<file path="src/design/ist_pkg.sv">
`timescale 1ns / 1ps
// ----------------------------------------------------------------------------
// Integer set table package
// Shared widths, the request codes and the memory access bundle used by the
// set table controller and its value store.
// ----------------------------------------------------------------------------
package ist_pkg;

  localparam int CAPACITY    = 32;
  localparam int ADDR_W      = (CAPACITY > 1) ? $clog2(CAPACITY) : 1;
  localparam int CNT_W       = $clog2(CAPACITY + 1);
  localparam int OP_W        = 2;
  localparam int VALUE_W     = 32;
  localparam int OCC_W       = 6;
  localparam int IN_TDATA_W  = 32;
  localparam int OUT_TDATA_W = 40;

  typedef enum logic [OP_W-1:0] {
    OP_INSERT = 2'd0,
    OP_REMOVE = 2'd1,
    OP_LOOKUP = 2'd2,
    OP_LIST   = 2'd3
  } op_t;

  typedef logic [VALUE_W-1:0] value_t;

  // One access to the value store: a read and a write may share a cycle.
  typedef struct packed {
    logic              rd_en;
    logic [ADDR_W-1:0] rd_addr;
    logic              wr_en;
    logic [ADDR_W-1:0] wr_addr;
    value_t            wr_data;
  } store_req_t;

endpackage

</file>
<file path="src/design/ist_store.sv">
`timescale 1ns / 1ps
// ----------------------------------------------------------------------------
// Integer set table value store
// Synchronous memory holding the set's values, one write and one registered
// read per cycle.
// ----------------------------------------------------------------------------
module ist_store (
  input  logic                clk,
  input  ist_pkg::store_req_t req,
  output ist_pkg::value_t     rd_data
);
  import ist_pkg::*;

  value_t mem [CAPACITY];
  value_t rd_data_r;

  always_ff @(posedge clk) begin
    if (req.wr_en) begin
      mem[req.wr_addr] <= req.wr_data;
    end
    if (req.rd_en) begin
      rd_data_r <= mem[req.rd_addr];
    end
  end

  assign rd_data = rd_data_r;

endmodule

</file>
<file path="src/design/integer_set_table_unit.sv">
`timescale 1ns / 1ps
// ----------------------------------------------------------------------------
// Integer set table unit
// Set of distinct signed 32-bit values, kept in insertion order, with insert,
// remove, lookup and list requests, held in a synchronous memory with one
// read port and one write port.
// ----------------------------------------------------------------------------
// The unit takes one request transaction at a time and accepts the next as
// soon as its controller is back in idle, even while the previous result
// still waits in the output register. The values sit in one memory with a
// single registered read port, and that port sets the timing. Insert,
// remove and lookup scan the stored entries in order, one entry per cycle,
// comparing until the value is found or all entries have been compared; on
// an empty set they skip the scan and issue the result directly. A remove
// that hits then moves every later entry down by one, one entry per cycle.
// A list request gives one result transaction per entry (read, then load
// the output register), each read waiting until the output register is
// free, or a single result with element_valid low when the set is empty.
// The memory needs no clearing after reset: only entries below the fill
// count are read.
// ----------------------------------------------------------------------------
module integer_set_table_unit (
  input  logic                                clk,
  input  logic                                rst_n,
  // Request channel.
  input  logic                                in_tvalid,
  output logic                                in_tready,
  input  logic [ist_pkg::IN_TDATA_W-1:0]      in_tdata,  // [31:0] value
  input  logic [ist_pkg::OP_W-1:0]            in_tuser,  // [1:0] op
  // Result channel.
  output logic                                out_tvalid,
  input  logic                                out_tready,
  // [0] status, [1] present, [7:2] occupancy, [39:8] element
  output logic [ist_pkg::OUT_TDATA_W-1:0]     out_tdata,
  output logic                                out_tuser, // [0] element_valid
  output logic                                out_tlast
);
  import ist_pkg::*;

  typedef enum logic [2:0] {
    S_IDLE,
    S_SEARCH,
    S_SHIFT,
    S_RESP,
    S_LIST_RD,
    S_LIST_WR
  } state_t;

  state_t            state_r, state_nxt;
  op_t               op_r, op_nxt;
  value_t            value_r, value_nxt;
  logic [CNT_W-1:0]  cnt_r, cnt_nxt;
  logic [CNT_W-1:0]  ptr_r, ptr_nxt;
  logic              pend_r, pend_nxt;
  logic              wpend_r, wpend_nxt;
  logic [ADDR_W-1:0] wr_addr_r, wr_addr_nxt;
  logic              found_r, found_nxt;

  logic              out_valid_r, out_valid_nxt;
  logic              out_status_r, out_status_nxt;
  logic              out_present_r, out_present_nxt;
  logic [OCC_W-1:0]  out_occ_r, out_occ_nxt;
  value_t            out_elem_r, out_elem_nxt;
  logic              out_elem_valid_r, out_elem_valid_nxt;
  logic              out_last_r, out_last_nxt;

  store_req_t        st_req;
  value_t            rd_data;
  logic              out_free;
  logic              rd_go;

  ist_store u_store (
    .clk     (clk),
    .req     (st_req),
    .rd_data (rd_data)
  );

  // The output register can take a new result when it is empty or is being
  // drained in this very cycle.
  assign out_free  = !out_valid_r || out_tready;
  assign in_tready = (state_r == S_IDLE);

  always_comb begin
    state_nxt          = state_r;
    op_nxt             = op_r;
    value_nxt          = value_r;
    cnt_nxt            = cnt_r;
    ptr_nxt            = ptr_r;
    pend_nxt           = pend_r;
    wpend_nxt          = wpend_r;
    wr_addr_nxt        = wr_addr_r;
    found_nxt          = found_r;
    out_valid_nxt      = out_valid_r && !out_tready;
    out_status_nxt     = out_status_r;
    out_present_nxt    = out_present_r;
    out_occ_nxt        = out_occ_r;
    out_elem_nxt       = out_elem_r;
    out_elem_valid_nxt = out_elem_valid_r;
    out_last_nxt       = out_last_r;
    st_req             = '0;
    rd_go              = (ptr_r < cnt_r);

    unique case (state_r)
      S_IDLE: begin
        if (in_tvalid) begin
          op_nxt    = op_t'(in_tuser);
          value_nxt = in_tdata[VALUE_W-1:0];
          found_nxt = 1'b0;
          ptr_nxt   = '0;
          pend_nxt  = 1'b0;
          wpend_nxt = 1'b0;
          if (cnt_r == '0) begin
            state_nxt = S_RESP;
          end else if (op_t'(in_tuser) == OP_LIST) begin
            state_nxt = S_LIST_RD;
          end else begin
            state_nxt = S_SEARCH;
          end
        end
      end

      // Reads stream out one entry per cycle; each compare looks at the data
      // read in the previous cycle, which lives at ptr_r - 1.
      S_SEARCH: begin
        if (pend_r && (rd_data == value_r)) begin
          found_nxt = 1'b1;
          pend_nxt  = 1'b0;
          state_nxt = (op_r == OP_REMOVE) ? S_SHIFT : S_RESP;
        end else begin
          st_req.rd_en   = rd_go;
          st_req.rd_addr = ptr_r[ADDR_W-1:0];
          pend_nxt       = rd_go;
          if (rd_go) begin
            ptr_nxt = ptr_r + CNT_W'(1);
          end
          if (pend_r && !rd_go) begin
            state_nxt = S_RESP;
          end
        end
      end

      // ptr_r starts one above the hit. Entry j is read in one cycle and
      // written to j - 1 in the next, closing the gap in order.
      S_SHIFT: begin
        st_req.rd_en   = rd_go;
        st_req.rd_addr = ptr_r[ADDR_W-1:0];
        if (wpend_r) begin
          st_req.wr_en   = 1'b1;
          st_req.wr_addr = wr_addr_r;
          st_req.wr_data = rd_data;
        end
        wpend_nxt   = rd_go;
        wr_addr_nxt = ADDR_W'(ptr_r - CNT_W'(1));
        if (rd_go) begin
          ptr_nxt = ptr_r + CNT_W'(1);
        end else if (!wpend_r) begin
          state_nxt = S_RESP;
        end
      end

      S_RESP: begin
        if (out_free) begin
          out_valid_nxt      = 1'b1;
          out_status_nxt     = 1'b0;
          out_present_nxt    = found_r;
          out_elem_nxt       = '0;
          out_elem_valid_nxt = 1'b0;
          out_last_nxt       = 1'b1;
          case (op_r)
            OP_INSERT: begin
              if (!found_r) begin
                if (cnt_r < CNT_W'(CAPACITY)) begin
                  st_req.wr_en   = 1'b1;
                  st_req.wr_addr = cnt_r[ADDR_W-1:0];
                  st_req.wr_data = value_r;
                  cnt_nxt        = cnt_r + CNT_W'(1);
                end else begin
                  out_status_nxt = 1'b1;
                end
              end
            end
            OP_REMOVE: begin
              if (found_r) begin
                cnt_nxt = cnt_r - CNT_W'(1);
              end
            end
            default: begin
            end
          endcase
          out_occ_nxt = OCC_W'(cnt_nxt);
          state_nxt   = S_IDLE;
        end
      end

      S_LIST_RD: begin
        if (out_free) begin
          st_req.rd_en   = 1'b1;
          st_req.rd_addr = ptr_r[ADDR_W-1:0];
          state_nxt      = S_LIST_WR;
        end
      end

      // The output register was free when the read was issued and nothing
      // else loads it, so it is empty here.
      S_LIST_WR: begin
        out_valid_nxt      = 1'b1;
        out_status_nxt     = 1'b0;
        out_present_nxt    = 1'b0;
        out_occ_nxt        = OCC_W'(cnt_r);
        out_elem_nxt       = rd_data;
        out_elem_valid_nxt = 1'b1;
        out_last_nxt       = ((ptr_r + CNT_W'(1)) == cnt_r);
        ptr_nxt            = ptr_r + CNT_W'(1);
        state_nxt          = ((ptr_r + CNT_W'(1)) == cnt_r) ? S_IDLE : S_LIST_RD;
      end

      default: begin
        state_nxt = S_IDLE;
      end
    endcase
  end

  always_ff @(posedge clk) begin
    op_r             <= op_nxt;
    value_r          <= value_nxt;
    ptr_r            <= ptr_nxt;
    wr_addr_r        <= wr_addr_nxt;
    found_r          <= found_nxt;
    out_status_r     <= out_status_nxt;
    out_present_r    <= out_present_nxt;
    out_occ_r        <= out_occ_nxt;
    out_elem_r       <= out_elem_nxt;
    out_elem_valid_r <= out_elem_valid_nxt;
    out_last_r       <= out_last_nxt;
    if (!rst_n) begin
      state_r     <= S_IDLE;
      cnt_r       <= '0;
      pend_r      <= 1'b0;
      wpend_r     <= 1'b0;
      out_valid_r <= 1'b0;
    end else begin
      state_r     <= state_nxt;
      cnt_r       <= cnt_nxt;
      pend_r      <= pend_nxt;
      wpend_r     <= wpend_nxt;
      out_valid_r <= out_valid_nxt;
    end
  end

  assign out_tvalid = out_valid_r;
  assign out_tdata  = {out_elem_r, out_occ_r, out_present_r, out_status_r};
  assign out_tuser  = out_elem_valid_r;
  assign out_tlast  = out_last_r;

  // The fill count never passes the capacity.
  assert property (@(posedge clk) disable iff (!rst_n)
    cnt_r <= CNT_W'(CAPACITY))
    else $error("fill count above capacity");

  // The fill count only moves when a result is issued.
  assert property (@(posedge clk) disable iff (!rst_n)
    $past(rst_n) && (cnt_r != $past(cnt_r)) |-> $past(state_r) == S_RESP)
    else $error("fill count changed outside result issue");

  // A listed element never overwrites a result still waiting downstream.
  assert property (@(posedge clk) disable iff (!rst_n)
    state_r == S_LIST_WR |-> !out_valid_r)
    else $error("list element loaded over a pending result");

  // Memory reads stay below the fill count, so no unwritten entry is used.
  assert property (@(posedge clk) disable iff (!rst_n)
    st_req.rd_en |-> ptr_r < cnt_r)
    else $error("read beyond stored entries");

endmodule
</file>
<file path="config.mk">
export PLATFORM = sky130hd
export DESIGN_NAME = integer_set_table_unit
export DESIGN_NICKNAME = d
export VERILOG_FILES = /design/src/design/ist_pkg.sv /design/src/design/ist_store.sv /design/src/design/integer_set_table_unit.sv
export SDC_FILE = /design/constraint.sdc
export NUM_CORES = 1
export LEC_CHECK = 0
export ABC_AREA = 1
export BUFFER_PORTS_ARGS = -buffer_cell sky130_fd_sc_hd__buf_2
export CORE_MARGIN = 2
export CORE_UTILIZATION = 38
export DETAILED_ROUTE_END_ITERATION = 6
export PLACE_DENSITY = 0.61
export SLEW_MARGIN = 15
export SYNTH_ARGS = -nofsm -noshare
export SYNTH_HDL_FRONTEND = slang
export SYNTH_SLANG_ARGS = --single-unit
</file>
<file path="constraint.sdc">
create_clock -name clk -period 4.3 [get_ports clk]
set_input_delay 0.86 -clock clk [delete_from_list [all_inputs] [get_ports clk]]
set_output_delay 0.86 -clock clk [all_outputs]
set_load 0.03 [all_outputs]
</file>
Word level (Yosys, flattened, before mapping). Memories as Yosys holds them, arrays and structs flattened. A register that Yosys moved wholly into a read port is not among the register bits. Cells that the tools add are included. Widths: inputs -> output; s select.

Register bits: 100. Memory bits (writable): 1024. Input bits: 38. Output and inout port bits: 44. Logic and storage cells: 116. Memories: 1.

Add/sub/neg operators: 4. Order comparisons: 2. Equal/unequal tests: 17. Mux-type cells: 54. Reductions and logical operators: 22.

Memories: u_store.mem (words 32, width 32, rd ports 1, clocked after Yosys merged registers in 1, wr ports 1, line ist_store.sv:14) `value_t mem [CAPACITY];`.

Operators with widths (number): $mux 38 (5); $pmux 38 s2 (1); $pmux 32 s2 (1); $mux 6 (9); $eq 32x32->1 (1); $mux 32 (1); $mux 3 (10); $pmux 6 s2 (2); $pmux 6 s4 (1); $pmux 3 s6 (1); $pmux 6 s3 (1); $pmux 1 s2 (8); $mux 1 (14); $ne 2x2->1 const B (7); $add 6x1->6 const B (2); $reduce_and 2->1 (5); $eq 3x2->1 const B (2); $eq 3x3->1 const B (2); $eq 6x6->1 (1); $logic_not 6->1 (1); $lt 6x6->1 (1); $lt 6x6->1 const B (1); $reduce_and 3->1 (2); $reduce_and 6->1 (1); 13 further kinds (19).

Depth between registers and ports, before layout. Gate-level depths: netlist of run 1.

Depth in word-level cells: 8. Gate-level depth with buffers: 21. Mapped depth without buffers: 19.

By module. From an unflattened synthesis of run 1, not the netlist that was laid out.

Cell total of the unflattened synthesis: 4124. Area total of the unflattened synthesis: 47988.5 um2.

By module, submodules not included: ist_store (instances 1, cells each 3536, area each 42726.0 um2, seq. area each 31710.4 um2); integer_set_table_unit (instances 1, cells each 588, area each 5262.5 um2, seq. area each 2882.8 um2).

Worst setup path after synthesis of run 1. No wires, ideal clock.

Kind: input to register. Start point: input port out_tready. End point: memory u_store.mem[28][0] (netlist name) (enable). Library setup time: 0.421 ns. Arrival: 3.411 ns. Data required time: 3.879 ns. Setup slack: 0.468 ns. Stages on the path: 8. Buffers on the path: 0. Cell sequence: nor2_1 > nor2_2 > inv_2 > nor2_4 > inv_2 > o22ai_1 > nand3_1 > nor2_1.

Longest elaborated chain between the ends: 5.

RTL lines: from (decl) (line integer_set_table_unit.sv:32) `input logic out_tready,`; $logic_or 1x1->1 (*) (line integer_set_table_unit.sv:80) `assign out_free = !out_valid_r || out_tready;`; $mux 38 (*) (line integer_set_table_unit.sv:162) `if (out_free) begin`; $pmux 38 s2 (*) (line integer_set_table_unit.sv:103) `unique case (state_r)`; $mux 1 (line ist_store.sv:18) `if (req.wr_en) begin`; $mux 1 (not written as such) (line ist_store.sv:19) `mem[req.wr_addr] <= req.wr_data;`; to (decl) (line ist_store.sv:14).

Every way passes the cells marked *; elsewhere a longest branch is shown, timed or not.

Worst setup path in the final report of run 1.
Start point: register u_store.rd_data_r[31], in the netlist u_store.rd_data[31] (read register of u_store.mem). End point: register u_store.rd_data_r[7], in the netlist u_store.rd_data[7] (read register of u_store.mem), data pin.

Longest elaborated chain between the ends: 4.

RTL lines: from (decl) (line ist_store.sv:15) `value_t rd_data_r;`; $eq 32x32->1 (line integer_set_table_unit.sv:125) `if (pend_r && (rd_data == value_r)) begin`; $logic_and 1x1->1 (line integer_set_table_unit.sv:125); $mux 6 (line integer_set_table_unit.sv:125); $pmux 6 s3 (line integer_set_table_unit.sv:103).

No other way between the ends. A chain may end at the register's enable or synchronous reset.

==> results.yml, run 1 <==
timing:
  rsz_0062_raised_after_global_routing: "no"
  layout_min_cycle_time_ns: 3.80
  timing.clock.skew_ns: 0.0186
  slew_viol_final: 0
  report.final.hold_viol_count: 0
  min_period_over_period_pct: 88.4
  tightest_slew_ns: 1.12
  slew-limit-headroom_pct: 25.3
  setup_viol_count_final: 0
  tns_ns: 0
  top_achievable_clock_speed_ghz: 0.263
worst_setup_path:
  timing.critical_path.max_delay_family: "simple AND/OR/NAND/NOR gates"
  endpoint_kind: "flop"
  setup.worst_path.start: "u_store.rd_data[31]"
  crit_required_ns: 4.66
  crit_buf_inv: 4
  arrival_ns: 4.16
  kind_of_start_point_of_the_critical_path: "flop"
  timing.rr.start: "u_store.rd_data[31]"
  path_max_fanout: 31
  crit_chain: "inv_2 > a21oi_1 > nand2_1 > nor2_1 > nand2_1 > nor2_2 > nand3_2 > nand2_2 > nand2_4 > buf_4 > nand2_4 > buf_12 > buf_12 > nand2_1 > nand3_1 > nand3_1 > nand3_1 > nand2_1 > nand2_1 > nand2_1"
  cpMostUsedCell: "nand2_1"
  criticalPathCategory: "flop to flop"
  max_stage_delay_ns: 0.53
  slowest_stage: "edfxtp_1"
  r2r_slack_ns: 0.50
place:
  detailed_place.area_um2: 55100
  buffer_ports.inserted: 81
  dp_cells: 6589
  post-dp-hpwl_mm: 80.7
  place.gp.congestion: 0.855
pwr:
  vdd_ir_drop_max_v: 0.000625
  combinational_share_of_power_pct: 33.5
  pwr_density_cell_nw_per_um2: 596
  internal-power_mw: 21.9
  p_sw_mw: 13.2
  p_leak_nw: 24.3
  switching_share_pct: 37.6
  total_power_mw: 35.0
  power_frac_clock_pct: 28.0
  p_seq_share_pct: 38.5
global_route:
  globalRouteTotalUtil_pct: 21.3
  grt_start_max_net_pins: 183
  gr-usage-met1_pct: 29.7
  met3_usage_pct: 2.59
  gr-total-overflow: 0
  grt_most_used_layer: "met2"
  grt_pass1_vias: 33481
  grt_pass1_wl_mm: 223
  antenna_violations_before_repair: 4
  use_met2_pct: 34.8
floorplanning:
  io_pins: 82
  design.die.area_um2: 139000
  fp-row-count: 135
  placeableCoreArea_um2: 135000
  start_util_pct: 38.2
  die_height_um: 373
  die_w_um: 373
drt:
  drt_first_iter_violations: 4644
  drt_drc_violations_left: 0
  route.antenna.remaining_nets: 0
  vias: 35608
  drt_first_pass_iters: 5
  totalWireLength_mm: 151
  routed_wire_length_per_instance_um: 22.2
  post_detailed_route_via_to_cell_ratio: 5.23
layout:
  layout.cells.non_filler: 6804
  insertedDiodeCount: 0
  layout.nets: 4975
  num-fill-cells: 12434
  final_layout_size_suffix_gt1_share_pct: 9.81
  syn_to_final_growth_pct: 13.8
  post-route-cell-area_um2: 58800
logic_synthesis:
  synth.cell_area_um2: 51600
  seq_area_frac_synth_pct: 67.0
  yosys_most_used_dff: "edfxtp_1"
  synth.lib_cells_used.distinct: 44
  synth-seq-cells: 1156
  synthesis.nets: 4911
  ys.warnings.count: 0
  synth_edf_count: 1144
  syn-instance-count: 4861
  async_flop_share_pct: 0
  post_synth.cell_area_avg_um2: 10.6
hold_path:
  hold_class: "primary input to flop"
  min-delay-start: "in_tdata[4]"
cts:
  cts-buffers-inserted: 115
  clk_root_buffer_cell: "clkbuf_16"
  cts.repair_timing.setup_buffer_count: 0
  hold_buffers: 0
  cts.reportedPaths.clkPinSlew_ns: 0.06
  tritoncts: "yes"
  cts-htree-levels: 3
  cts.repair.resized: 0
  tritoncts_num_sinks: 1156
  clk_latency_ns: 0.70
  cts_max_path_buffers: 3
run_status:
  outcome: "finished, final reports clean"
job:
  max-cap-violations: 0
==> flip-flops by register name, summed over array words and instances, names as in the netlist <==
register / flops
cnt_r: 6
out_present_r: 1
pend_r: 1
out_status_r: 1
u_store.mem: 1024
wpend_r: 1
out_tlast: 1
out_elem_r: 32
out_occ_r: 6
wr_addr_r: 5
ptr_r: 6
value_r: 32
out_tuser: 1
found_r: 1
state_r: 3
u_store.rd_data: 32
op_r: 2
out_tvalid: 1
==> layout by cell type, fill, tap and decap left out, types with 5 or more instances in the layout <==
cell type	count
inv_6	5
xnor2_1	17
nand2_4	5
o21ai_0	27
nor2_4	35
inv_1	898
buf_2	81
nor2_1	81
clkbuf_1	26
o22ai_1	5
dfxtp_1	12
bufinv_16	9
xor2_1	11
nand3_1	1147
nand3b_1	226
ha_1	12
nand4_1	10
buf_12	45
a21oi_1	14
nand2_1	843
clkinv_1	33
nor2_2	5
o21ai_2	7
edfxtp_1	1144
clkinv_2	22
inv_2	15
buf_4	101
o22ai_2	24
clkbuf_16	116
==> kinds of logic after synthesis <==
logic type                 share of synthesized area, %
buffers and inverters                              9.24
adders and majority gates                         0.291
and+or+nand+nor                                    21.9
xor gates and xnor gates                          0.475
AOI/OAI and AO/OA                                  1.12
DFF                                                67.0
==> path summary, 6_finish.rpt <==
kind,end,cells after the start
worst max register to register,u_store.rd_data[7],20
worst min-delay path,value_r[4],1
worst max-delay path,u_store.rd_data[7],20
worst min register to register,wpend_r,2
==> power groups by stage <==
stage          Combinational (mW)  Sequential, mW  Clock, mW
6_report                     11.7            13.5       9.80
5_1_grt                      12.7            13.5       10.3
4_1_cts                      11.6            13.5       9.92
3_5_place_dp                 11.6            13.7          0
3_3_place_gp                 11.5            13.7          0
2_1_floorplan                7.40            13.7          0
==> per-stage QoR <==
stage	worst slack [ns]	hold WS, ns	utilization [%]
global route	0.349	0.325	43.5
finish	0.497	0.339	43.5
detailed placement	0.562	0.504	40.8
CTS	0.537	0.298	43.5
floorplan	0.468	0.464	-
global placement	0.544	0.494	40.8
==> cell type report <==
class | count | area, µm² | share of cell area (%)
tap | 1781 | 2230 | 3.79
inverter | 918 | 3460 | 5.89
multi-input combinational | 2507 | 12800 | 21.8
timing repair buffer | 227 | 2060 | 3.51
clock inverter | 70 | 586 | 0.997
sequential | 1156 | 34600 | 58.9
clock buffer | 145 | 3040 | 5.18
==> per-layer routing <==
metal | share of wire [%] | up-vias
li1 | - | 16400
met1 | 41 | 17297
met2 | 47 | 1680
met3 | 8.6 | 229
met4 | 2.8 | 2
met5 | 0.0086 | -
==> synthesized netlist by cell type, types with 2 or more instances <==
cell type | count | share of area [%]
xor2_1 | 11 | 0.19
xnor2_1 | 17 | 0.29
buf_6 | 3 | 0.065
clkbuf_1 | 79 | 0.57
clkinv_1 | 2 | 0.015
ha_1 | 12 | 0.29
dfxtp_1 | 12 | 0.47
o21ai_1 | 2 | 0.019
nand3_1 | 1149 | 11
nand2_1 | 849 | 6.2
o22ai_1 | 29 | 0.35
buf_2 | 166 | 1.6
edfxtp_1 | 1144 | 67
nor3_1 | 4 | 0.039
nor2_1 | 114 | 0.83
nor2_2 | 5 | 0.061
and2_1 | 4 | 0.048
buf_1 | 21 | 0.15
o21ai_0 | 35 | 0.34
nand3b_1 | 226 | 3.3
nand2_2 | 2 | 0.024
inv_2 | 17 | 0.12
nor2_4 | 2 | 0.044
a21oi_1 | 14 | 0.14
nand2_4 | 2 | 0.044
o211ai_1 | 4 | 0.058
o22ai_2 | 2 | 0.048
buf_4 | 11 | 0.16
nand4_1 | 10 | 0.12
inv_1 | 899 | 6.5
No activity file was read; power rests on OpenSTA's default activity.
==> inputs of run 2 (changes only) <==
--- a/config.mk
+++ b/config.mk
@@ -10,8 +10,11 @@
 export CORE_MARGIN = 2
 export CORE_UTILIZATION = 38
 export DETAILED_ROUTE_END_ITERATION = 6
+export MAX_ROUTING_LAYER = met4
 export PLACE_DENSITY = 0.61
+export RECOVER_POWER = 50
 export SLEW_MARGIN = 15
 export SYNTH_ARGS = -nofsm -noshare
 export SYNTH_HDL_FRONTEND = slang
+export SYNTH_HIERARCHICAL = 1
 export SYNTH_SLANG_ARGS = --single-unit
==> run 2 against run 1 <==
The flow now finishes with violations (capacitance limit, slew limit). Worst hold slack worse by 0.0077 ns. Setup slack worse by 0.23 ns. Die area is 7.0% lower. Global-route usage is 0.13 points lower. Cell count is 12% lower. Register-to-register slack worse by 0.23 ns. Power is 8.1% lower. Sequential share of layout area is 4.9 points higher. Critical path type unchanged. Largest power group unchanged.
==> results.yml, run 2 <==
timing:
  fin_ws_ns: 0.263
  rsz_0062_raised_after_global_routing: "no"
  timing.clock.skew_ns: 0.0226
  report.final.hold_viol_count: 0
  tightest_slew_ns: 1.90
  min_period_over_period_pct: 93.9
  final.hold.worst_slack_ns: 0.332
  slew_viol_final: 255
  slew-limit-headroom_pct: -27.7
  layout_min_cycle_time_ns: 4.04
  setup_viol_count_final: 0
  top_achievable_clock_speed_ghz: 0.248
  tns_ns: 0
logic_synthesis:
  synth.lib_cells_used.distinct: 41
  synth.largest_area_cell: "edfxtp_1"
  synthesis.nets: 4174
  syn-instance-count: 4124
  yosys_most_used_dff: "edfxtp_1"
  synth_edf_count: 1144
  synth-seq-cells: 1156
  synth_common_cells: "nand2_1, edfxtp_1, nand3_1"
  synth_top_area_share_pct: 71.6
  async_flop_share_pct: 0
  ys.warnings.count: 6
  seq_area_frac_synth_pct: 72.1
  synth.cell_area_um2: 48000
  synth_most_common_cell: "nand2_1"
  post_synth.cell_area_avg_um2: 11.6
  synth.area.top_cells: "edfxtp_1, nand2_1, nand3_1"
layout:
  syn_to_final_growth_pct: 13.1
  insertedDiodeCount: 0
  largest_register_ff_count: 1024
  layout_commonest_cell: "nand2_1"
  final_layout_size_suffix_gt1_share_pct: 8.83
  largest_register_by_flop_count: "u_store/mem"
  num-fill-cells: 11451
  most-common-layout-cells: "nand2_1, edfxtp_1, nand3_1"
  layout.nets: 4296
  post-route-cell-area_um2: 54300
global_route:
  grt_pass1_vias: 29699
  grt_start_max_net_pins: 193
  gr-total-overflow: 0
  grt_pass1_wl_mm: 198
  globalRouteTotalUtil_pct: 21.1
  antenna_violations_before_repair: 1
pwr:
  pwr_density_cell_nw_per_um2: 593
  vdd_ir_drop_max_v: 0.000588
  p_leak_nw: 19.3
cts:
  tritoncts: "yes"
  cts-buffers-inserted: 115
  cts.repair_timing.setup_buffer_count: 0
  hold_buffers: 0
  clk_root_buffer_cell: "clkbuf_16"
  cts.reportedPaths.clkPinSlew_ns: 0.06
  clk_latency_ns: 0.70
  cts-htree-levels: 3
  tritoncts_num_sinks: 1156
  cts_max_path_buffers: 3
  cts.repair.resized: 0
place:
  place.gp.congestion: 0.855
  detailed_place.area_um2: 51100
  pre_cts_slack_ns: 0.336
  post-dp-hpwl_mm: 73.7
  buffer_ports.inserted: 81
job:
  max-cap-violations: 9
run_status:
  violations: "capacitance limit, slew limit"
  outcome: "finished with violations"
floorplanning:
  die_height_um: 359
  io_pins: 82
  design.die.area_um2: 129000
  fp-row-count: 130
  die_w_um: 359
  placeableCoreArea_um2: 125000
  start_util_pct: 38.3
worst_setup_path:
  path_max_fanout: 192
  endpoint_kind: "flop"
  kind_of_start_point_of_the_critical_path: "flop"
  slowest_stage: "edfxtp_1"
  crit_chain: "inv_2 > nand2_1 > nand2_1 > inv_1 > nand2_1 > nor2_1 > nand2_1 > nor2_2 > nand3_2 > nand2_1 > nand2_1 > nor2_2 > nor2_4 > buf_12 > nand2_1 > nand3_1 > nand3_1 > nand2_1 > nand2_1 > nand2_1 > nand2_1 > nand2_1"
  arrival_ns: 4.42
  cpMostUsedCell: "nand2_1"
  criticalPathCategory: "flop to flop"
  crit_required_ns: 4.68
  timing.critical_path.max_delay_family: "simple AND/OR/NAND/NOR gates"
  max_stage_delay_ns: 0.50
  crit_buf_inv: 3
drt:
  vias: 31877
  totalWireLength_mm: 135
  routed_wire_length_per_instance_um: 22.5
  post_detailed_route_via_to_cell_ratio: 5.32
  drt_drc_violations_left: 0
  route.antenna.remaining_nets: 0
  drt_first_pass_iters: 5
  drt_first_iter_violations: 3641
hold_path:
  hold_class: "primary input to flop"
## run 2: cell types whose count changed in the layout (fill, tap and decap cells not counted), sizes merged, moves of 10 or more
cell / before / now
buf: 227 / 153
clkbuf: 145 / 225
inv: 920 / 119
nand2: 853 / 1550
nand3: 1150 / 823
nand3b: 226 / 3
nor2: 121 / 111
xnor2: 17 / 6
## run 2: layer usage
| layer | vias up | global-route usage (%) | part of all wire (%) |
|---|---|---|---|
| met5 | - | - | 0 |
| met4 | 0 | 6.28 | 2.7 |
| met3 | 226 | 3.57 | 9.1 |
| met2 | 1443 | 32.3 | 46 |
| met1 | 15640 | 29.0 | 42 |
| li1 | 14568 | - | - |
## run 2: worst reg2reg max path: stages, from the launching register on
cell and delay [ns]:
edfxtp_1 0.50, inv_2 0.11, nand2_1 0.07, nand2_1 0.05, inv_1 0.04, nand2_1 0.04, nor2_1 0.18, nand2_1 0.18
nor2_2 0.16, nand3_2 0.13, nand2_1 0.12, nand2_1 0.07, nor2_2 0.45, nor2_4 0.19, buf_12 0.28, nand2_1 0.45
nand3_1 0.11, nand3_1 0.13, nand2_1 0.05, nand2_1 0.05, nand2_1 0.07, nand2_1 0.08, nand2_1 0.21
## run 2: cell type report
class / count / area (µm²) / area share, %
Inverter: 120 / 478 / 0.881
Clock inverter: 70 / 490 / 0.904
Tap cell: 1650 / 2060 / 3.80
Sequential cell: 1156 / 34600 / 63.7
Timing Repair Buffer: 238 / 2070 / 3.81
Multi-Input combinational cell: 2615 / 11600 / 21.4
Clock buffer: 140 / 2970 / 5.47
## run 2: worst paths after layout
path / cells past startpoint / from / slack, ns / to
worst min-delay path: 1 / in_tdata[13] / 0.33 / value_r[13]
worst max-delay path: 22 / u_store/rd_data[13] / 0.26 / u_store/rd_data[5]
worst min register to register: 2 / state_r[1] / 0.52 / state_r[1]
worst max register to register: 22 / u_store/rd_data[13] / 0.26 / u_store/rd_data[5]
## run 2: logic make-up after synthesis
| group | Yosys count | share of synthesized area (%) |
|---|---|---|
| buffers and inverters | 353 | 4.33 |
| XOR/XNOR | 15 | 0.274 |
| AO/OA/AOI/OAI | 88 | 1.04 |
| flip-flops | 1156 | 72.1 |
| AND/OR/NAND/NOR | 2500 | 22.0 |
| adder cells (fa/ha/maj) | 12 | 0.313 |
## run 2: per-stage QoR
stage	power, mW	utilization [%]	std cells
2_1_floorplan	20.2	-	4124
3_3_place_gp	23.0	40.8	5777
3_5_place_dp	23.0	40.8	5777
4_1_cts	32.3	43.5	5987
5_1_grt	33.9	43.3	5989
6_report	32.2	43.3	5989
## run 2: report_power, final
group | switching, mW | leakage [nW] | internal [mW]
Clock | 4.18 | 1.70 | 5.18
Combinational | 6.79 | 8.20 | 2.78
Sequential | 0.313 | 9.42 | 12.9
Total | 11.3 | 19.3 | 20.9
